<file path="src/hw/rtl/cms_pkg.sv">
// cms_pkg: shared constants, types and helpers of the cube map sampler
// depends on nothing
package cms_pkg;

  localparam int FACE_DIM   = 64;
  localparam int DIR_BITS   = 16;
  localparam int IDX_BITS   = (FACE_DIM > 1) ? $clog2(FACE_DIM) : 1;
  localparam int TEXELS     = 6 * FACE_DIM * FACE_DIM;
  localparam int ADDR_BITS  = $clog2(TEXELS);
  localparam int SUM_BITS   = DIR_BITS + 1;
  localparam int DEN_BITS   = DIR_BITS + 1;
  localparam int NUM_BITS   = SUM_BITS + IDX_BITS;
  localparam int WORD_BITS  = 32;

  typedef enum logic [2:0] {
    REG_FACE_WIDTH  = 3'd0,
    REG_FACE_HEIGHT = 3'd1,
    REG_RED_MASK    = 3'd2,
    REG_RED_SHIFT   = 3'd3,
    REG_GREEN_MASK  = 3'd4,
    REG_GREEN_SHIFT = 3'd5,
    REG_BLUE_MASK   = 3'd6,
    REG_BLUE_SHIFT  = 3'd7
  } cfg_reg_t;

  typedef enum logic [0:0] {
    OP_LOAD   = 1'b0,
    OP_SAMPLE = 1'b1
  } op_t;

  typedef struct packed {
    logic                valid;
    op_t                 op;
    logic [2:0]          face;
    logic                zero;
    logic                load_ok;
    logic [2:0]          load_face;
    logic [5:0]          load_col;
    logic [5:0]          load_row;
    logic [WORD_BITS-1:0] load_word;
    logic [DEN_BITS-1:0] den;
  } meta_t;

  function automatic logic [IDX_BITS-1:0] size_m1(input logic [6:0] r);
    logic [31:0] e;
    e = 32'(r);
    if (e == 32'd0) e = 32'd1;
    if (e > 32'(FACE_DIM)) e = 32'(FACE_DIM);
    return IDX_BITS'(e - 32'd1);
  endfunction

  function automatic logic [7:0] unpack(input logic [31:0] word, input logic [31:0] mask,
                                        input logic [4:0] shift);
    logic [31:0] c;
    c = (word & mask) >> shift;
    return (c > 32'd255) ? 8'd255 : c[7:0];
  endfunction

endpackage

</file>
<file path="src/hw/rtl/cms_front.sv">
// cms_front: face selection and numerator/denominator stages
// depends on cms_pkg
module cms_front (
  input  logic                         clk,
  input  logic                         rst,
  input  logic                         en,
  input  logic                         in_valid,
  input  logic                         op,
  input  logic [2:0]                   load_face,
  input  logic [5:0]                   load_col,
  input  logic [5:0]                   load_row,
  input  logic [31:0]                  load_word,
  input  logic signed [cms_pkg::DIR_BITS-1:0] dir_u,
  input  logic signed [cms_pkg::DIR_BITS-1:0] dir_v,
  input  logic signed [cms_pkg::DIR_BITS-1:0] dir_w,
  input  logic [cms_pkg::IDX_BITS-1:0] wm1,
  input  logic [cms_pkg::IDX_BITS-1:0] hm1,
  output cms_pkg::meta_t               meta_o,
  output logic [cms_pkg::NUM_BITS-1:0] num_c,
  output logic [cms_pkg::NUM_BITS-1:0] num_r
);
  import cms_pkg::*;

  logic [DIR_BITS-1:0] au, av, aw, m_sel;
  logic signed [SUM_BITS-1:0] eu, ev, ew, s_sel, t_sel;
  logic [2:0] f_sel;
  meta_t m_in, s1_meta;
  logic signed [SUM_BITS-1:0] s1_s, s1_t;
  logic [DIR_BITS-1:0] s1_m;
  logic [SUM_BITS-1:0] sum_s, sum_t;

  always_comb begin
    eu = SUM_BITS'(dir_u);
    ev = SUM_BITS'(dir_v);
    ew = SUM_BITS'(dir_w);
    au = dir_u[DIR_BITS-1] ? DIR_BITS'(-eu) : DIR_BITS'(eu);
    av = dir_v[DIR_BITS-1] ? DIR_BITS'(-ev) : DIR_BITS'(ev);
    aw = dir_w[DIR_BITS-1] ? DIR_BITS'(-ew) : DIR_BITS'(ew);
    if (au >= av && au >= aw) begin
      m_sel = au;
      t_sel = -ev;
      if (!dir_u[DIR_BITS-1]) begin
        f_sel = 3'd0; s_sel = -ew;
      end else begin
        f_sel = 3'd1; s_sel = ew;
      end
    end else if (av >= aw) begin
      m_sel = av;
      s_sel = eu;
      if (!dir_v[DIR_BITS-1]) begin
        f_sel = 3'd2; t_sel = ew;
      end else begin
        f_sel = 3'd3; t_sel = -ew;
      end
    end else begin
      m_sel = aw;
      t_sel = -ev;
      if (!dir_w[DIR_BITS-1]) begin
        f_sel = 3'd4; s_sel = eu;
      end else begin
        f_sel = 3'd5; s_sel = -eu;
      end
    end
    m_in.valid     = in_valid;
    m_in.op        = op_t'(op);
    m_in.face      = f_sel;
    m_in.zero      = (m_sel == '0);
    m_in.load_ok   = (load_face < 3'd6) && (32'(load_col) < 32'(FACE_DIM))
                     && (32'(load_row) < 32'(FACE_DIM));
    m_in.load_face = load_face;
    m_in.load_col  = load_col;
    m_in.load_row  = load_row;
    m_in.load_word = load_word;
    m_in.den       = {m_sel, 1'b0};
  end

  always_ff @(posedge clk) begin
    if (rst) begin
      s1_meta.valid <= 1'b0;
      meta_o.valid  <= 1'b0;
    end else if (en) begin
      s1_meta <= m_in;
      s1_s    <= s_sel;
      s1_t    <= t_sel;
      s1_m    <= m_sel;
      meta_o  <= s1_meta;
      num_c   <= NUM_BITS'(sum_s) * NUM_BITS'(wm1);
      num_r   <= NUM_BITS'(sum_t) * NUM_BITS'(hm1);
    end
  end

  assign sum_s = SUM_BITS'(s1_s + $signed({1'b0, s1_m}));
  assign sum_t = SUM_BITS'(s1_t + $signed({1'b0, s1_m}));

endmodule

</file>
<file path="config.mk">
export PLATFORM = sky130hd
export DESIGN_NAME = cms_front
export DESIGN_NICKNAME = d
export VERILOG_FILES = /design/src/hw/rtl/cms_pkg.sv /design/src/hw/rtl/cms_front.sv
export SDC_FILE = /design/constraint.sdc
export NUM_CORES = 1
export LEC_CHECK = 0
export ABC_AREA = 1
export BUFFER_PORTS_ARGS = -buffer_cell sky130_fd_sc_hd__buf_2
export CORE_ASPECT_RATIO = 1.5
export CORE_UTILIZATION = 35
export CTS_CLUSTER_SIZE = 20
export DETAILED_ROUTE_END_ITERATION = 10
export SYNTH_ARGS = -nofsm -noshare
export SYNTH_HDL_FRONTEND = slang
export SYNTH_SLANG_ARGS = --single-unit
</file>
<file path="constraint.sdc">
create_clock -name clk -period 13.15 [get_ports clk]
set_input_delay 1.9725 -clock clk [delete_from_list [all_inputs] [get_ports clk]]
set_output_delay 1.9725 -clock clk [all_outputs]
set_load 0.03 [all_outputs]
</file>
== Yosys cells after proc, flatten, opt, wreduce, memory -nomap -nowiden ==
Index checks and enable logic that the tools add are counted.

* Magnitude comparators: 4
* Bitwise gates (word level): 1
* Shifts and indexed selects: 0
* Reductions and logical operators: 3
* Muxes and demuxes: 17
* Divide/modulo/power cells: 0
* Equality and inequality tests: 0
* Multiply operators: 2
* Add/subtract/negate cells: 5

{| class="wikitable"
|+ Operators by type and width
! cell !! count
|-
| $mux W17 || 7
|-
| $mux W16 || 5
|-
| $neg A16 Y17 || 3
|-
| $ge A16 B16 Y1 || 3
|-
| $mul A17 B6 Y23 || 2
|-
| $add A17 B17 Y17 || 2
|-
| $logic_not A16 Y1 || 1
|-
| $mux W3 || 2
|-
| $lt A3 B3 Y1 const B || 1
|-
| $mux W1 || 3
|-
| $reduce_and A2 Y1 || 1
|-
| $logic_and A1 B1 Y1 || 1
|-
| $not A1 Y1 || 1
|}

* Bits in writable memories: 0
* Bits in latches: 0
* Flip-flop bits (word level): 220
* Logic and storage cells: 56
* Input bits: 112
* Memory bits (read-only): 0
* Output and inout bits: 117
* Memories kept: 0

== Depth between registers and ports, before layout ==
* Word-level depth: 6
* Gate-level depth with buffers: 28
* Mapped depth without buffers: 28

== Worst setup path before layout ==
OpenSTA, ideal clock, no wires.

* Path kind: input-to-reg
* Start: input en
* End: register meta_o[10] (netlist name) (enable)
* Data arrival time: 11.133 ns
* Stages: 2
* Setup slack: 1.212 ns
* Buffers on the path: 0
* Required time: 12.346 ns
* Setup time: 0.804 ns
* Path through: inv_1 -> nor2_1

* Longest elaborated chain between the ends: 1

{| class="wikitable"
|+ RTL lines
! item !! RTL line !! text
|-
| start: declaration || cms_front.sv:6 || <nowiki>input logic en,</nowiki>
|-
| $reduce_and A2 Y1 (no source line) || -- ||
|-
| end signal: assignment || cms_front.sv:86 || <nowiki>meta_o <= s1_meta;</nowiki>
|-
| end: declaration || cms_front.sv:18 || <nowiki>output cms_pkg::meta_t meta_o,</nowiki>
|}

Every way passes these cells.
A chain may end at the register's enable or synchronous reset.

==> flow_results.org <==
** Power
- The worst-case IR drop observed on VDD is 0.000168 V.
- Leakage component of the power :: 10.1 nW
- Dividing total power by cell area gives a power density of 287 nW/um2.

** Worst setup path
- Data on the critical path is required at its endpoint by 13440 ps.
- Nature of the critical path endpoint :: register
- The largest single stage delay on the critical path is 540 ps.
- Critical path class :: register to register
- Worst R2R End :: num_c[20]
- The largest individual stage delay along the critical path comes from the cell sky130_fd_sc_hd__fa_1.
- Minimum setup slack among reg-to-reg paths :: 7340 ps
- Kind of start point of the critical path :: register
- The worst register-to-register path has a depth of 25.
- For the worst setup path, the data arrival time is 6100 ps.
- Most prevalent standard cell on the critical path :: sky130_fd_sc_hd__inv_1
- R2r startpoint :: s1_meta[2]
- In this run the worst path has a maximum fanout of 6.

** STA
- Headroom to the max-slew limit came out at 34.7%.
- Setup repair after global routing left no endpoint under its margin.
- Number of max-slew violations in the final report :: 0
- Period utilisation layout :: 44.2%
- Final hold violation count :: 0
- Summed over all failing endpoints, the final setup total negative slack is 0 ps.
- For the pin with the worst max-slew slack, the measured transition is 979 ps.
- Setup violations remaining at the end of the flow were counted as 0.
- After layout, the minimum clock period comes to 5810 ps.
- Worst-case clock skew :: 9.24 ps
- For this run, the top clock speed supported by timing is 0.172 GHz.

** GRT
- The first global-routing pass estimated 80.4 mm of wire.
- GRT Total Usage :: 19.1%
- The number of antenna violations at the first check in global routing was 1.
- Total congestion overflow :: 0
- Entering global routing, the biggest net connects 82 pins.
- The via count of the first global-routing pass is 15200.

** Routing
- Iteration-0 DRC count of the detailed router :: 685
- First-pass DRT Iterations :: 7
- After detailed routing, the number of vias per cell comes to 4.87.
- Routed length per instance :: 16.8 um
- The routed design has 51.0 mm of wire.
- The routed layout has 14800 vias.
- Number of design rule violations left after detail routing :: 0
- Number of routed nets with antenna violations :: 0

** Clock network
- Clk buf depth :: 3
- Number of buffers inserted by hold repair at cts :: 0
- CTS-repair resized insts :: 0
- The tree built by TritonCTS fans out to 220 sinks.
- TritonCTS clock tree :: yes
- CTS built an H-tree with a depth of 1.
- Clock network latency to the later pin of the worst-skew pair :: 530 ps
- Clock Pin Slew Worst Setup and Hold Paths :: 70 ps
- CTS buffer count :: 22
- CTS placed an instance of sky130_fd_sc_hd__clkbuf_16 at the clock tree root.
- Post CTS Setup Buffer Count :: 0

** Final layout
- Layout cell share with drive strength beyond 1 :: 14.0%
- Signed area change from the synthesized netlist to the final layout :: 13.3%
- Measured on the finished design, the core utilization comes to 40.4%.
- Total number of nets in the final design :: 2731
- Design area :: 21000 um2
- After filler insertion, the fill cell instance count of the layout stands at 5291.
- The number of antenna diodes in the final layout is 0.

** Hold path
- Terminating pin of the worst hold path :: meta_o[54]
- The worst hold path begins at s1_meta[54].
- The worst hold path was traced through 0 stages.
- The min-delay analysis places its worst path in the category register to register.

** Floorplan
- Die Footprint :: 53800 um2
- Starting utilization of the core area :: 35.6%
- 229 I/O pins were placed.
- From bottom edge to top edge, the die measures 284 um.
- In this run the horizontal extent of the chip is 190 um.
- The initialized floorplan defines 102 standard-cell rows.
- Placeable core region :: 51900 um2

** Synth
- Cells after synthesis :: 2133
- A synthesized cell averages 8.68 um2.
- Warning count from the yosys run :: 0
- Async SR Flop Fraction :: 0%
- Synthesis inferred 220 register bits.
- Summing every instance area after synthesis gives 18500 um2.
- Net Count, Synth :: 2517
- Synthesized-area fraction occupied by xor and xnor cells :: 3.48%
- In the synthesized netlist the dominant register cell turns out to be sky130_fd_sc_hd__edfxtp_1.
- Of the post-synthesis cell area, the part taken by muxes is 0.270%.
- Compound-Gate Fraction of Synth Area :: 8.39%
- Register area share after synthesis :: 35.6%
- Summing the areas of all and, or, nand and nor instances in the mapped netlist gives 19.8% of the synthesized area.
- Share of synthesized cell area in full adder, half adder and majority cells :: 23.4%
- By area, the combinational part of the netlist is dominated by adder cells.
- The synthesized design contains 218 enable-type register cells.
- The netlist uses 61 different library cells.

** Placement
- Port Buffers :: 227
- Standard cell area after detailed placement :: 20300 um2
- RD Place Congestion :: 0.936
- Sum of net half-perimeters after detailed placement :: 42.4 mm

** Run
- Count of maximum capacitance violations :: 0

** Run status
- Run status :: finished, final reports clean
## critical path: cells and delay by family, from the launching register on
family	cells	cell delay, ps
DFF	1	510
and+or+nand+nor	8	830
adders and majority gates	5	2150
xor gates and xnor gates	1	470
buffers and inverters	5	460
AOI/OAI and AO/OA	6	1140
## power by group
group          internal (mW)  total, mW  switching, mW
clock network          0.320      0.582          0.261
logic                   1.60       4.28           2.69
registers               1.12       1.16         0.0406
total                   3.04       6.03           2.99
## cell usage after synthesis, types with 5 or more instances
library cell | n | share of area (%)
sky130_fd_sc_hd__nand4_1 | 11 | 0.37
sky130_fd_sc_hd__nand2_1 | 445 | 9.0
sky130_fd_sc_hd__xnor2_1 | 23 | 1.1
sky130_fd_sc_hd__or2_2 | 5 | 0.17
sky130_fd_sc_hd__o21bai_1 | 6 | 0.24
sky130_fd_sc_hd__mux2i_1 | 5 | 0.27
sky130_fd_sc_hd__o21ai_2 | 9 | 0.43
sky130_fd_sc_hd__inv_1 | 373 | 7.6
sky130_fd_sc_hd__a21o_1 | 8 | 0.32
sky130_fd_sc_hd__xor2_1 | 45 | 2.1
sky130_fd_sc_hd__o21ai_1 | 20 | 0.54
sky130_fd_sc_hd__inv_2 | 12 | 0.24
sky130_fd_sc_hd__a31oi_1 | 6 | 0.20
sky130_fd_sc_hd__ha_1 | 148 | 10
sky130_fd_sc_hd__clkbuf_1 | 23 | 0.47
sky130_fd_sc_hd__o211ai_1 | 8 | 0.32
sky130_fd_sc_hd__nor2_1 | 245 | 5.0
sky130_fd_sc_hd__nand3_1 | 115 | 3.1
sky130_fd_sc_hd__nand3b_1 | 5 | 0.20
sky130_fd_sc_hd__a211oi_1 | 6 | 0.24
sky130_fd_sc_hd__o21ai_0 | 87 | 2.4
sky130_fd_sc_hd__edfxtp_1 | 218 | 35
sky130_fd_sc_hd__nor2_2 | 14 | 0.47
sky130_fd_sc_hd__buf_6 | 6 | 0.37
sky130_fd_sc_hd__a21oi_1 | 85 | 2.3
sky130_fd_sc_hd__nor3_1 | 11 | 0.30
sky130_fd_sc_hd__o21a_1 | 5 | 0.20
sky130_fd_sc_hd__fa_1 | 124 | 13
sky130_fd_sc_hd__buf_2 | 7 | 0.19
## logic make-up (layout without fill, tap and decap cells)
| family | Yosys count | count (layout) |
|---|---|---|
| simple gates | 872 | 872 |
| buf+inv | 427 | 656 |
| fa+ha+maj | 272 | 272 |
| compound gates | 265 | 265 |
| flops | 220 | 220 |
| xor+xnor | 71 | 71 |
| mux | 5 | 5 |
| other cells | 1 | 1 |
## cells in the final DEF, fill, tap and decap left out, types with 6 or more instances in the layout
master / count
sky130_fd_sc_hd__nand2_1: 445
sky130_fd_sc_hd__inv_1: 373
sky130_fd_sc_hd__nor2_1: 244
sky130_fd_sc_hd__buf_2: 227
sky130_fd_sc_hd__edfxtp_1: 218
sky130_fd_sc_hd__ha_1: 148
sky130_fd_sc_hd__fa_1: 124
sky130_fd_sc_hd__nand3_1: 115
sky130_fd_sc_hd__o21ai_0: 87
sky130_fd_sc_hd__a21oi_1: 85
sky130_fd_sc_hd__xor2_1: 45
sky130_fd_sc_hd__xnor2_1: 23
sky130_fd_sc_hd__clkbuf_16: 23
sky130_fd_sc_hd__o21ai_1: 20
sky130_fd_sc_hd__nor2_2: 14
sky130_fd_sc_hd__inv_2: 12
sky130_fd_sc_hd__nand4_1: 11
sky130_fd_sc_hd__nor3_1: 11
sky130_fd_sc_hd__o21ai_2: 9
sky130_fd_sc_hd__a21o_1: 8
sky130_fd_sc_hd__o211ai_1: 8
sky130_fd_sc_hd__o21bai_1: 6
sky130_fd_sc_hd__a211oi_1: 6
sky130_fd_sc_hd__a31oi_1: 6
## how the worst max path moves through the flow
stage / cells past startpoint / startpoint / slack, ps / to
6_report: 25 / s1_meta[2] / 7340 / num_c[20]
4_1_cts: 25 / s1_meta[2] / 7320 / num_c[20]
2_1_floorplan: 2 / en / 1210 / meta_o[10]
3_3_place_gp: 15 / wm1[5] / 6940 / num_c[19]
3_5_place_dp: 18 / wm1[5] / 6920 / num_c[20]
5_1_grt: 25 / s1_meta[2] / 6850 / num_c[20]
## cell type report
cell class,count,area (um2),area share (%)
clock buffers,28,594,2.83
repair buffers,232,1170,5.60
well taps,676,846,4.03
flip-flops and latches,220,6590,31.4
multi-input cells,1486,10300,48.9
clock inverters,11,65.1,0.310
inverters,385,1450,6.89
## stage by stage
step	cells	total power [mW]	worst slack [ps]	hold slack, ps
finish	3038	6.03	7340	418
CTS	3038	6.11	7320	419
global placement	2999	5.42	6940	401
floorplan	2133	4.52	1210	400
global route	3038	6.76	6850	422
detailed placement	2999	5.49	6920	405
## routing by layer
metal | global-route usage [%] | share of wire, %
met1 | 21.8 | 39
met2 | 34.9 | 51
met3 | 2.28 | 4.8
met4 | 9.05 | 4.8
met5 | 0 | 0
## flip-flops by register name (all words and copies together) (netlist names)
name and cells:
num_r 23, s1_t 17, meta_o 70, s1_s 17, num_c 23, s1_meta 70
(Power assumes the default switching activity.)
