File: config.mk
export PLATFORM = sky130hd
export DESIGN_NAME = cms_div
export DESIGN_NICKNAME = d
export VERILOG_FILES = /design/src/hw/rtl/cms_pkg.sv /design/src/hw/rtl/cms_div.sv
export SDC_FILE = /design/constraint.sdc
export NUM_CORES = 1
export LEC_CHECK = 0
export BUFFER_PORTS_ARGS = -buffer_cell sky130_fd_sc_hd__buf_2
export CAP_MARGIN = 20
export CORE_MARGIN = 8
export CORE_UTILIZATION = 25
export CTS_CLUSTER_SIZE = 12
export DETAILED_ROUTE_END_ITERATION = 10
export SYNTH_ARGS = -nofsm -noshare
export SYNTH_HDL_FRONTEND = slang
export SYNTH_SLANG_ARGS = --single-unit
File: constraint.sdc
create_clock -name clk -period 84.7 [get_ports clk]
set_input_delay 16.94 -clock clk [delete_from_list [all_inputs] [get_ports clk]]
set_output_delay 16.94 -clock clk [all_outputs]
set_load 0.005 [all_outputs]
File: src/hw/rtl/cms_pkg.sv
// cms_pkg: shared constants, types and helpers of the cube map sampler
// depends on nothing
package cms_pkg;

  localparam int FACE_DIM   = 64;
  localparam int DIR_BITS   = 16;
  localparam int IDX_BITS   = (FACE_DIM > 1) ? $clog2(FACE_DIM) : 1;
  localparam int TEXELS     = 6 * FACE_DIM * FACE_DIM;
  localparam int ADDR_BITS  = $clog2(TEXELS);
  localparam int SUM_BITS   = DIR_BITS + 1;
  localparam int DEN_BITS   = DIR_BITS + 1;
  localparam int NUM_BITS   = SUM_BITS + IDX_BITS;
  localparam int WORD_BITS  = 32;

  typedef enum logic [2:0] {
    REG_FACE_WIDTH  = 3'd0,
    REG_FACE_HEIGHT = 3'd1,
    REG_RED_MASK    = 3'd2,
    REG_RED_SHIFT   = 3'd3,
    REG_GREEN_MASK  = 3'd4,
    REG_GREEN_SHIFT = 3'd5,
    REG_BLUE_MASK   = 3'd6,
    REG_BLUE_SHIFT  = 3'd7
  } cfg_reg_t;

  typedef enum logic [0:0] {
    OP_LOAD   = 1'b0,
    OP_SAMPLE = 1'b1
  } op_t;

  typedef struct packed {
    logic                valid;
    op_t                 op;
    logic [2:0]          face;
    logic                zero;
    logic                load_ok;
    logic [2:0]          load_face;
    logic [5:0]          load_col;
    logic [5:0]          load_row;
    logic [WORD_BITS-1:0] load_word;
    logic [DEN_BITS-1:0] den;
  } meta_t;

  function automatic logic [IDX_BITS-1:0] size_m1(input logic [6:0] r);
    logic [31:0] e;
    e = 32'(r);
    if (e == 32'd0) e = 32'd1;
    if (e > 32'(FACE_DIM)) e = 32'(FACE_DIM);
    return IDX_BITS'(e - 32'd1);
  endfunction

  function automatic logic [7:0] unpack(input logic [31:0] word, input logic [31:0] mask,
                                        input logic [4:0] shift);
    logic [31:0] c;
    c = (word & mask) >> shift;
    return (c > 32'd255) ? 8'd255 : c[7:0];
  endfunction

endpackage

File: src/hw/rtl/cms_div.sv
// cms_div: pipelined restoring divider, one quotient bit per stage, two lanes
// depends on cms_pkg
module cms_div (
  input  logic                         clk,
  input  logic                         rst,
  input  logic                         en,
  input  cms_pkg::meta_t               meta_i,
  input  logic [cms_pkg::NUM_BITS-1:0] num_c,
  input  logic [cms_pkg::NUM_BITS-1:0] num_r,
  output cms_pkg::meta_t               meta_o,
  output logic [cms_pkg::IDX_BITS-1:0] q_c,
  output logic [cms_pkg::IDX_BITS-1:0] q_r,
  output logic [cms_pkg::NUM_BITS-1:0] rem_c,
  output logic [cms_pkg::NUM_BITS-1:0] rem_r
);
  import cms_pkg::*;

  meta_t               mi  [IDX_BITS];
  logic [NUM_BITS-1:0] ci  [IDX_BITS];
  logic [NUM_BITS-1:0] ri  [IDX_BITS];
  logic [IDX_BITS-1:0] qci [IDX_BITS];
  logic [IDX_BITS-1:0] qri [IDX_BITS];
  logic [NUM_BITS-1:0] dsh [IDX_BITS];
  logic                bc  [IDX_BITS];
  logic                br  [IDX_BITS];
  meta_t               mq  [IDX_BITS];
  logic [NUM_BITS-1:0] rc  [IDX_BITS];
  logic [NUM_BITS-1:0] rr  [IDX_BITS];
  logic [IDX_BITS-1:0] qc  [IDX_BITS];
  logic [IDX_BITS-1:0] qr  [IDX_BITS];

  always_comb begin
    mi[0]  = meta_i;
    ci[0]  = num_c;
    ri[0]  = num_r;
    qci[0] = '0;
    qri[0] = '0;
    for (int k = 1; k < IDX_BITS; k++) begin
      mi[k]  = mq[k-1];
      ci[k]  = rc[k-1];
      ri[k]  = rr[k-1];
      qci[k] = qc[k-1];
      qri[k] = qr[k-1];
    end
    for (int k = 0; k < IDX_BITS; k++) begin
      dsh[k] = NUM_BITS'(mi[k].den) << (IDX_BITS - 1 - k);
      bc[k]  = (ci[k] >= dsh[k]);
      br[k]  = (ri[k] >= dsh[k]);
    end
  end

  always_ff @(posedge clk) begin
    if (rst) begin
      for (int k = 0; k < IDX_BITS; k++) begin
        mq[k].valid <= 1'b0;
      end
    end else if (en) begin
      for (int k = 0; k < IDX_BITS; k++) begin
        mq[k] <= mi[k];
        rc[k] <= bc[k] ? ci[k] - dsh[k] : ci[k];
        rr[k] <= br[k] ? ri[k] - dsh[k] : ri[k];
        qc[k] <= qci[k] | (IDX_BITS'(bc[k]) << (IDX_BITS - 1 - k));
        qr[k] <= qri[k] | (IDX_BITS'(br[k]) << (IDX_BITS - 1 - k));
      end
    end
  end

  assign meta_o = mq[IDX_BITS-1];
  assign q_c    = qc[IDX_BITS-1];
  assign q_r    = qr[IDX_BITS-1];
  assign rem_c  = rc[IDX_BITS-1];
  assign rem_r  = rr[IDX_BITS-1];

endmodule

---- Word-level counts from Yosys, hierarchy flattened ----
Memories as Yosys holds them, arrays and structs flattened.
Cells that the tools add are included.
word-level totals
  bits in writable memories ............... 774
  word-level logic and storage cells ...... 68
  bits of input ports ..................... 120
  output and inout port bits .............. 129
  register bits ........................... 0
  memories ................................ 5
cells by class
  $add $sub $neg .......................... 12
  muxes and demuxes ....................... 23
  $lt $le $gt $ge ......................... 12
  bitwise logic cells ..................... 16
memory list
  name  depth  bits a word  rd ports  clocked after memory_dff  write ports  line           source
  mq    6      71           6         0                         6            cms_div.sv:26  meta_t mq [IDX_BITS];
  rc    6      23           6         0                         6            cms_div.sv:27  logic [NUM_BITS-1:0] rc [IDX_BITS];
  rr    6      23           6         0                         6            cms_div.sv:28  logic [NUM_BITS-1:0] rr [IDX_BITS];
  qc    6      6            6         0                         6            cms_div.sv:29  logic [IDX_BITS-1:0] qc [IDX_BITS];
  qr    6      6            6         0                         6            cms_div.sv:30  logic [IDX_BITS-1:0] qr [IDX_BITS];
operators by type and width
  operator          number
  $mux W23          12
  $ge A23 B17 Y1    2
  $ge A23 B18 Y1    2
  $ge A23 B19 Y1    2
  $ge A23 B20 Y1    2
  $ge A23 B21 Y1    2
  $ge A23 B22 Y1    2
  $sub A23 B17 Y23  2
  $sub A23 B18 Y23  2
  $sub A23 B19 Y23  2
  $sub A23 B20 Y23  2
  $sub A23 B21 Y23  2
  $sub A23 B22 Y23  2
  $or A6 B1 Y6      2
  $or A6 B2 Y6      2
  $or A6 B3 Y6      2
  $or A6 B4 Y6      2
  $or A6 B5 Y6      2
  $mux W1           11
  $or A1 B1 Y1      6

---- Depth between registers and ports, before layout ----
Gate-level depths: netlist of run 1.
  word-level depth ........................ 4
  gate-level depth with buffers ........... 15
  depth with buffers taken out ............ 13

---- Worst setup path after synthesis of run 1 ----
No wires, ideal clock.
  path type ............................... in2reg
  start point ............................. input port rst
  end point ............................... memory mq[0][70] in the netlist's numbering, data pin
  path buffers ............................ 0
  stages .................................. 2
  arrival ................................. 51.585 ns
  required time ........................... 84.375 ns
  setup time .............................. 0.325 ns
  setup slack ............................. 32.790 ns
  cells stage by stage .................... nor2b_1 and2_1
RTL lines
  item             line           source
  start, declared  cms_div.sv:5   input logic rst,
  end, declared    cms_div.sv:26

==> metrics.csv, run 1 <==
stage,metric,value,unit
status,outcome,finished clean,
grt,All-Layer GR Usage,10.5,%
critical_path,Critical Path Sink,mq[5][16]$_DFFE_PP_,
critical_path,crit path from,rst,
floorplanning,Die H,391,um
layout,final-layout fill cell count,14100,
yosys,Post-synth top flop,edfxtp_1,
critical_path,"CP delay by family, top",buffers and inverters,
yosys,mean post-synth cell area,13.3,um2
cts,CTS tree,done,
grt,first-pass GRT wire length,124000,um
routing,Initial DRT Pass Iterations,5,
cts,Post-CTS Setup Inserts,0,
power,Power Density,22.4,nW/um2
grt,gr ovfl total,0,
layout,Area Growth Syn to Fin,17.8,%
floorplanning,initial core utilization,25.2,%
cts,Worst-path clk slew,60,ps
floorplanning,std cell rows,137,
layout,Final #Nets,3302,
placement,I/O Buffers,248,
timing,Final min period,20760,ps
floorplanning,Die W,391,um
yosys,Synth area leaders,"edfxtp_1 (63%), ha_1 (7.3%), a21oi_1 (3.4%)",
layout,Finished Cell Area,41400,um2
cts,clk buf depth,3,
grt,number of global-route vias before repair,20700,
yosys,synth unique cells,67,
critical_path,R2R setup slack,80760,ps
timing,Slew @ Worst Pin,1010,ps
timing,"Hold Violations, Final",0,
yosys,Post-synth EDFFs,744,
critical_path,crit-path max cell delay,850,ps
yosys,Yosys reg bits,744,
routing,initial drt markers,1534,
routing,WL/cell,17.0,um
floorplanning,io pins,249,
timing,f_max,0.0482,GHz
floorplanning,Placeable Area,140000,um2
critical_path,CP most frequent cell,buf_4,
timing,Rel. slew slack,32.9,%
timing,RSZ-0062 raised after global routing,false,
cts,H-Tree Depth,3,
critical_path,worst r2r dst,rc[5][22]$_DFFE_PP_,
critical_path,worst-path maximum fanout,180,
critical_path,FF-to-FF path depth,13,
yosys,register area share after synthesis,63.5,%
timing,Slew Limit Fails,0,
timing,clk_skew,34.2,ps
yosys,fraction of registers with async set/reset,0,%
placement,GPL Wtd Cong,0.854,
routing,drc violations,0,
critical_path,Worst setup SP type,primary input,
power,VDD IR max,0.0151,mV
critical_path,Worst path slowest cell,buf_4,
yosys,Synth Net Count,2991,
critical_path,worst reg2reg path startpoint,rc[4][0]$_DFFE_PP_,
placement,placed cell areas,38800,um2
placement,hpwl dp,64000,um
timing,hold_ws,407,ps
cts,clk_lat worst skew,670,ps
job,Max-Cap Viols,0,
timing,Final setup viols,0,
yosys,Post-Syn Instances,2655,
critical_path,Crit path required time,84990,ps
critical_path,Setup crit end kind,register,
routing,DR vias,21600,
routing,Via density,4.40,
yosys,largest area contributor in the netlist,edfxtp_1,
yosys,"Cell Area, Synth",35200,um2
yosys,yosys warns,0,
routing,Routed Antenna Nets,0,
cts,clock sink count,744,
timing,post-route setup slack,63940,ps
grt,antenna violations before repair,17,
placement,pre-CTS WS,63120,ps
routing,final WL,83100,um
critical_path,Worst EP arrival,21050,ps
cts,post-cts sizing count,0,
floorplanning,die area,153000,um2
timing,Final Cycle Share,24.5,%
critical_path,Worst Path Buf+Inv,5,
timing,Setup Total Neg Slack,0,ps
layout,fraction of layout cells with a size suffix above 1,15.7,%
critical_path,critical path class,in -> reg,
cts,number of buffers inserted during clock tree synthesis,83,
cts,CTS Root Cell,clkbuf_16,
critical_path,Worst path depth,6,
critical_path,crit-path cells,"buf_2, nor2b_4, buf_12, buf_4, buf_4, buf_4",
yosys,top-area cell type share of the netlist area,63.5,%
cts,# hold bufs at CTS,0,
min_path,Hold Path Class,reg -> reg,
grt,largest net degree at the start of global routing,181,
power,leak pwr,15.4,nW
sequential cells by signal (all words and copies together) (netlist names):
register,cells
mq,426
rc,138
rr,138
qr,21
qc,21
cell usage in the layout, fill, tap and decap left out, drive strengths merged, types with 17 or more instances in the layout:
cell / n
mux2: 63
nor2: 186
xnor2: 117
buf: 268
clkbuf: 101
xor2: 83
o21a: 30
nor2b: 33
nand2: 143
a21oi: 238
a31oi: 17
nand3: 42
a21o: 87
o21bai: 21
nor3: 44
o21ai: 123
nand2b: 24
ha: 204
nand4: 22
edfxtp: 744
nor4: 17
clkinv: 28
inv: 164
worst min path at each step:
| stage | startpoint | cells after the start | endpoint |
|---|---|---|---|
| after global placement | mq[1][34]$_DFFE_PP_ | 0 | mq[2][34]$_DFFE_PP_ |
| after detailed placement | mq[0][21]$_DFFE_PP_ | 0 | mq[1][21]$_DFFE_PP_ |
| after floorplan | mq[0][17]$_DFFE_PP_ | 0 | mq[1][17]$_DFFE_PP_ |
| after CTS | mq[3][21]$_DFFE_PP_ | 0 | mq[4][21]$_DFFE_PP_ |
| after global routing | mq[4][30]$_DFFE_PP_ | 0 | mq[5][30]$_DFFE_PP_ |
| final | qr[4][3]$_DFFE_PP_ | 0 | qr[5][3]$_DFFE_PP_ |
stage by stage:
stage	total power [mW]	cells	util, %
3_3_place_gp	0.592	4755	27.8
4_1_cts	0.942	4896	29.7
3_5_place_dp	0.594	4757	27.8
2_1_floorplan	0.571	2655	-
6_report	0.928	4901	29.7
5_1_grt	0.973	4900	29.7
layer usage:
| metal | global-route usage [%] | wire (um) | share of wire (%) |
|---|---|---|---|
| met5 | 0 | 0 | 0 |
| met2 | 17.1 | 38900 | 47 |
| met4 | 3.91 | 2850 | 3.4 |
| met1 | 13.8 | 37200 | 45 |
| met3 | 2.03 | 4180 | 5.0 |
worst reg2reg max path: stages, from the launching register on:
cell       delay, ps
edfxtp_1         440
inv_1             90
ha_1             160
inv_1             50
fa_1             400
a21oi_1          230
o21ai_0          160
a2111oi_0        670
o31ai_1          120
a21oi_1          410
o21a_1           250
o211ai_1         140
nor2_1           180
xor2_1           370
cells by family after synthesis:
kind of cell | after synthesis | share of synthesized area (%)
fa+ha+maj | 216 | 7.93
xor+xnor | 200 | 4.98
flops | 744 | 63.5
simple gates | 602 | 8.27
mux | 66 | 2.14
compound gates | 622 | 10.9
buf+inv | 205 | 2.28
final cells by class:
cell class	instances	area [um2]	share of cell area, %
clock inverters	38	405	0.978
diodes	5	12.5	0.0302
flip-flops and latches	744	22300	53.9
inverters	163	612	1.48
clock buffers	101	2190	5.28
multi-input cells	1706	12100	29.2
repair buffers	268	1440	3.48
well taps	1876	2350	5.66
cells in the mapped netlist (5+ instances only):
cell        n
o21ai_0   123
a31oi_1    17
or2_2      16
buf_2      10
nand2b_1   24
nand2_1   143
o21bai_1   21
xnor2_1   117
nand4_1    22
nor2b_1    33
mux2_2     59
nand3_1    42
buf_1       6
inv_1     163
ha_1      204
a21o_1     87
a21oi_1   238
o31ai_1    16
or3_1      15
fa_1       12
nor3b_1     5
o31a_1      5
nor2_1    186
xor2_1     83
o41ai_1     8
nor4_1     17
o211ai_1   12
and3_1     12
o21a_1     30
a211oi_1   15
nor3_1     44
a31o_2      5
clkbuf_1   23
nor4b_1     8
a311oi_1    5
edfxtp_1  744
a21boi_0    5
and2_1     12
nand4b_1    5
or4_1       8
a41oi_1     6
where the power goes:
part	switching (mW)	internal, mW
Clock	0.142	0.199
Sequential	0.0126	0.436
Combinational	0.0791	0.0593
Total	0.233	0.695
(Power assumes the default switching activity.)
==> inputs of run 2 (changes only) <==
clock period = 20.6 ns   (was 84.7 ns; I/O delays follow)
==> metrics.csv, run 2 (same netlist as run 1, synthesis figures left out) <==
stage,metric,value,unit
timing,RSZ-0062 raised after global routing,false,
cts,CTS tree,done,
routing,Initial DRT Pass Iterations,5,
routing,Via density,4.36,
critical_path,Worst setup SP type,primary input,
critical_path,Worst EP arrival,8230,ps
cts,CTS Root Cell,clkbuf_16,
layout,max reg flops,426,
min_path,worst hold path cell count,0,
job,Max-Cap Viols,0,
placement,I/O Buffers,248,
critical_path,Worst path slowest cell,buf_4,
power,leak pwr,15.4,nW
cts,number of buffers inserted during clock tree synthesis,83,
critical_path,worst-path maximum fanout,79,
routing,WL/cell,16.9,um
routing,drc violations,0,
floorplanning,std cell rows,137,
cts,Worst-path clk slew,60,ps
cts,H-Tree Depth,3,
status,outcome,finished clean,
grt,largest net degree at the start of global routing,200,
timing,Rel. slew slack,25.0,%
critical_path,CP most frequent cell,buf_4,
routing,final WL,83200,um
placement,hpwl dp,63900,um
cts,clk_lat worst skew,680,ps
power,Sw Ratio,25.6,%
cts,post-cts sizing count,0,
power,P_sw,0.974,mW
floorplanning,die area,153000,um2
min_path,min-delay src,qr[3][3]$_DFFE_PP_,
timing,clk_skew,43.0,ps
routing,DR vias,21400,
grt,first-pass GRT wire length,124000,um
power,VDD IR max,0.0585,mV
timing,"Hold Violations, Final",0,
layout,final-layout fill cell count,14200,
floorplanning,Placeable Area,140000,um2
critical_path,FF-to-FF path depth,12,
grt,antenna violations before repair,19,
cts,Post-CTS Setup Inserts,0,
floorplanning,initial core utilization,25.2,%
timing,Setup Total Neg Slack,0,ps
layout,fraction of layout cells with a size suffix above 1,15.7,%
critical_path,worst r2r dst,rr[3][22]$_DFFE_PP_,
power,Comb pwr share,14.9,%
min_path,Hold Path Class,reg -> reg,
power,Power Density,91.9,nW/um2
layout,Area Growth Syn to Fin,17.8,%
critical_path,Worst Path Buf+Inv,6,
timing,Final min period,7940,ps
power,Clk pwr share,36.7,%
cts,clock sink count,744,
cts,clk buf depth,3,
routing,initial drt markers,1409,
grt,All-Layer GR Usage,10.5,%
critical_path,crit-path max cell delay,880,ps
floorplanning,Die H,391,um
critical_path,R2R setup slack,16870,ps
timing,Final setup viols,0,
critical_path,Setup crit end kind,register,
layout,biggest regs,"mq x426, rc x138, rr x138",
placement,GPL Wtd Cong,0.859,
power,Power Total,3.81,mW
timing,Slew Limit Fails,0,
floorplanning,Die W,391,um
cts,# hold bufs at CTS,0,
layout,Final #Nets,3303,
timing,Final Cycle Share,38.5,%
critical_path,worst reg2reg path startpoint,mq[2][1]$_DFFE_PP_,
floorplanning,io pins,249,
power,internal power,2.84,mW
min_path,Worst Hold Endpoint,qr[4][3]$_DFFE_PP_,
critical_path,crit-path cells,"buf_2, nor2b_4, buf_4, buf_4, buf_4, buf_4, buf_4",
critical_path,critical path class,in -> reg,
layout,most frequent cells in the layout,"edfxtp_1 (744), buf_2 (248), a21oi_1 (236)",
grt,gr ovfl total,0,
grt,number of global-route vias before repair,20600,
critical_path,Crit path required time,20890,ps
timing,hold_ws,401,ps
power,sequential share of power,48.4,%
layout,Top reg by flops,mq,
timing,f_max,0.126,GHz
timing,Slew @ Worst Pin,1120,ps
layout,"most common cell after layout, fill and taps aside",edfxtp_1,
routing,Routed Antenna Nets,0,
critical_path,"CP delay by family, top",buffers and inverters,
run 2: power groups by stage:
stage / clock network, mW / registers [mW] / logic [mW]
after CTS: 1.45 / 1.85 / 0.569
after floorplan: 0 / 1.87 / 0.416
after global routing: 1.51 / 1.85 / 0.633
after global placement: 0 / 1.88 / 0.559
after detailed placement: 0 / 1.88 / 0.564
final: 1.40 / 1.85 / 0.567
run 2: worst max path at each step:
stage	startpoint	depth (start not counted)	end	slack (ps)
6_report	rst	7	mq[4][4]$_DFFE_PP_	12660
2_1_floorplan	en	2	mq[0][70]$_SDFFCE_PN0P_	4900
3_5_place_dp	rst	7	rr[5][21]$_DFFE_PP_	11920
3_3_place_gp	rst	7	rr[5][20]$_DFFE_PP_	12000
4_1_cts	rst	7	rr[4][18]$_DFFE_PP_	12670
5_1_grt	rst	7	mq[4][4]$_DFFE_PP_	12320
run 2: metrics by stage:
stage	utilization (%)	cells	worst slack, ps	instance area, um2
after floorplan	-	2655	4900	35200
after global placement	27.8	4755	12000	38800
after detailed placement	27.8	4757	11920	38800
after CTS	29.6	4898	12670	41400
after global routing	29.7	4905	12320	41400
final	29.7	4910	12660	41500
run 2: area by class of cell:
class | instances | area (um2) | share of cell area (%)
diodes | 11 | 27.5 | 0.0664
clock buffers | 102 | 2150 | 5.18
inverters | 163 | 612 | 1.48
well taps | 1876 | 2350 | 5.66
multi-input cells | 1706 | 12100 | 29.2
flip-flops and latches | 744 | 22300 | 53.9
clock inverters | 39 | 437 | 1.05
repair buffers | 269 | 1450 | 3.49
run 2: layer usage:
metal	global-route usage [%]	share of wire [%]
met3	2.16	4.8
met4	4.15	3.6
met2	16.8	46
met5	0	0.026
met1	13.8	45
==> inputs of run 3 (changes only) <==
ABC_AREA = 1   (was default)
clock period = 8.15 ns   (was 20.6 ns; I/O delays follow)
==> metrics.csv, run 3 <==
stage,metric,value,unit
timing,Slew Limit Fails,0,
power,Power Total,10.2,mW
critical_path,Crit path required time,8610,ps
critical_path,Critical Path Sink,rr[0][6]$_DFFE_PP_,
cts,Post-CTS Setup Inserts,0,
yosys,mean post-synth cell area,8.35,um2
routing,final WL,114000,um
grt,number of global-route vias before repair,31300,
yosys,Post-synth EDFFs,744,
yosys,cell with the most instances after synthesis,nand2_1,
layout,fraction of layout cells with a size suffix above 1,8.42,%
routing,Via density,4.26,
timing,Final min period,3670,ps
floorplanning,die area,183000,um2
layout,Final #Nets,5730,
critical_path,worst r2r dst,rr[2][15]$_DFFE_PP_,
grt,gr ovfl total,0,
critical_path,Worst setup SP type,primary input,
grt,first-pass GRT wire length,175000,um
timing,RSZ-0062 raised after global routing,false,
routing,drc violations,0,
placement,GPL Wtd Cong,0.916,
cts,H-Tree Depth,3,
power,VDD IR max,0.163,mV
floorplanning,io pins,249,
yosys,fraction of registers with async set/reset,0,%
routing,Routed Antenna Nets,0,
critical_path,FF-to-FF path depth,12,
layout,biggest regs,"mq x426, rc x138, rr x138",
grt,antenna violations before repair,8,
yosys,top-area cell type share of the netlist area,52.6,%
layout,Top reg by flops,mq,
floorplanning,Placeable Area,169000,um2
routing,WL/cell,14.8,um
yosys,"Cell Area, Synth",42400,um2
timing,Slew @ Worst Pin,1030,ps
yosys,yosys warns,0,
critical_path,crit path from,meta_i[12],
floorplanning,Die W,428,um
routing,DR vias,32700,
timing,Rel. slew slack,31.4,%
yosys,Post-Syn Instances,5081,
min_path,Hold Path Class,reg -> reg,
yosys,synth unique cells,41,
placement,I/O Buffers,248,
power,leak pwr,23.1,nW
critical_path,Setup crit end kind,register,
layout,max reg flops,426,
timing,Final setup viols,0,
yosys,synth cell count leaders,"nand2_1 (2148), inv_1 (913), edfxtp_1 (744), nor2_1 (316), nand3_1 (255)",
critical_path,worst-path maximum fanout,20,
placement,pre-CTS WS,3680,ps
cts,clock sink count,744,
cts,post-cts sizing count,0,
timing,hold_ws,410,ps
layout,most frequent cells in the layout,"nand2_1 (2148), inv_1 (912), edfxtp_1 (744)",
grt,largest net degree at the start of global routing,148,
timing,clk_skew,29.7,ps
yosys,largest area contributor in the netlist,edfxtp_1,
floorplanning,initial core utilization,25.1,%
routing,Initial DRT Pass Iterations,6,
yosys,Synth area leaders,"edfxtp_1 (53%), nand2_1 (19%), inv_1 (8.1%)",
floorplanning,Die H,428,um
status,outcome,finished clean,
layout,storage element area,22300,um2
floorplanning,std cell rows,151,
layout,"most common cell after layout, fill and taps aside",nand2_1,
yosys,Synth Net Count,5417,
layout,final-layout fill cell count,17900,
cts,Worst-path clk slew,60,ps
grt,All-Layer GR Usage,11.9,%
yosys,Post-synth top flop,edfxtp_1,
timing,post-route setup slack,4480,ps
power,Power Density,208,nW/um2
placement,hpwl dp,89900,um
job,Max-Cap Viols,0,
layout,Area Growth Syn to Fin,15.5,%
layout,multi-input logic area,16300,um2
critical_path,critical path class,in -> reg,
yosys,register area share after synthesis,52.6,%
layout,post-layout util,29.0,%
critical_path,worst reg2reg path startpoint,mq[1][0]$_DFFE_PP_,
critical_path,R2R setup slack,4880,ps
cts,# hold bufs at CTS,0,
yosys,Yosys reg bits,744,
cts,clk_lat worst skew,680,ps
cts,CTS Root Cell,clkbuf_16,
timing,"Hold Violations, Final",0,
routing,initial drt markers,2241,
cts,clk buf depth,3,
timing,Final Cycle Share,45.0,%
critical_path,Worst EP arrival,4130,ps
timing,f_max,0.272,GHz
cts,number of buffers inserted during clock tree synthesis,85,
cts,CTS tree,done,
## run 3: cell types whose count changed in the layout (fill, tap and decap cells not counted), moves of 59 or more
cell | before | now
nand2_1 | 143 | 2148
inv_1 | 163 | 912
nand3_1 | 42 | 255
nor2_1 | 186 | 315
xnor2_1 | 117 | 12
o21ai_0 | 122 | 25
a21oi_1 | 236 | 147
a21o_1 | 87 | 0
mux2_2 | 59 | 0
## run 3: worst max-delay path, stage by stage
cell	delay [ps]
buf_2	120
inv_1	190
ha_1	320
nand2_1	170
inv_1	50
nand2_1	60
nand2_1	70
a21oi_1	190
nand4_1	800
o21ai_0	510
## run 3: where the power goes
| part | leakage, nW | internal, mW | total (mW) | switching (mW) |
|---|---|---|---|---|
| logic | 14.9 | 0.601 | 1.82 | 1.22 |
| registers | 6.97 | 4.51 | 4.65 | 0.137 |
| clock network | 1.29 | 2.15 | 3.73 | 1.58 |
## run 3: final cells by class
| class | instances | area share [%] |
|---|---|---|
| flip-flops and latches | 744 | 45.6 |
| multi-input cells | 3378 | 33.3 |
| inverters | 924 | 7.10 |
| well taps | 2218 | 5.66 |
| clock buffers | 97 | 4.43 |
| repair buffers | 261 | 2.83 |
| clock inverters | 48 | 1.04 |
| diodes | 1 | 0.00511 |
## run 3: cells by family after synthesis
logic type                 share of synthesized area, %
DFF                                                52.6
adders and majority gates                          6.58
AOI/OAI and AO/OA                                  2.41
and+or+nand+nor                                    27.5
buffers and inverters                              8.90
xor gates and xnor gates                           1.96
## run 3: metrics by stage
step | std cells | cell area (um2) | TNS [ps]
detailed placement | 7525 | 46300 | 0
floorplan | 5081 | 42500 | -3579740
finish | 7671 | 49000 | 0
CTS | 7670 | 49000 | 0
global placement | 7525 | 46300 | 0
global route | 7671 | 49000 | 0
## run 3: worst min-delay path by stage
stage / start / end / slack, ps / depth (start not counted)
final: mq[2][52]$_DFFE_PP_ / mq[3][52]$_DFFE_PP_ / 410 / 0
after detailed placement: mq[0][18]$_DFFE_PP_ / mq[1][18]$_DFFE_PP_ / 400 / 0
after CTS: mq[2][52]$_DFFE_PP_ / mq[3][52]$_DFFE_PP_ / 400 / 0
after global placement: mq[3][26]$_DFFE_PP_ / mq[4][26]$_DFFE_PP_ / 400 / 0
after floorplan: mq[0][17]$_DFFE_PP_ / mq[1][17]$_DFFE_PP_ / 400 / 0
after global routing: mq[2][52]$_DFFE_PP_ / mq[3][52]$_DFFE_PP_ / 410 / 0
## run 3: layer usage
metal | up-vias | routed length (um) | global-route usage (%)
met2 | 893 | 50600 | 19.1
met4 | 0 | 3460 | 3.62
li1 | 16600 | - | -
met5 | - | 0 | 0
met3 | 176 | 6580 | 2.07
met1 | 15000 | 53200 | 16.4
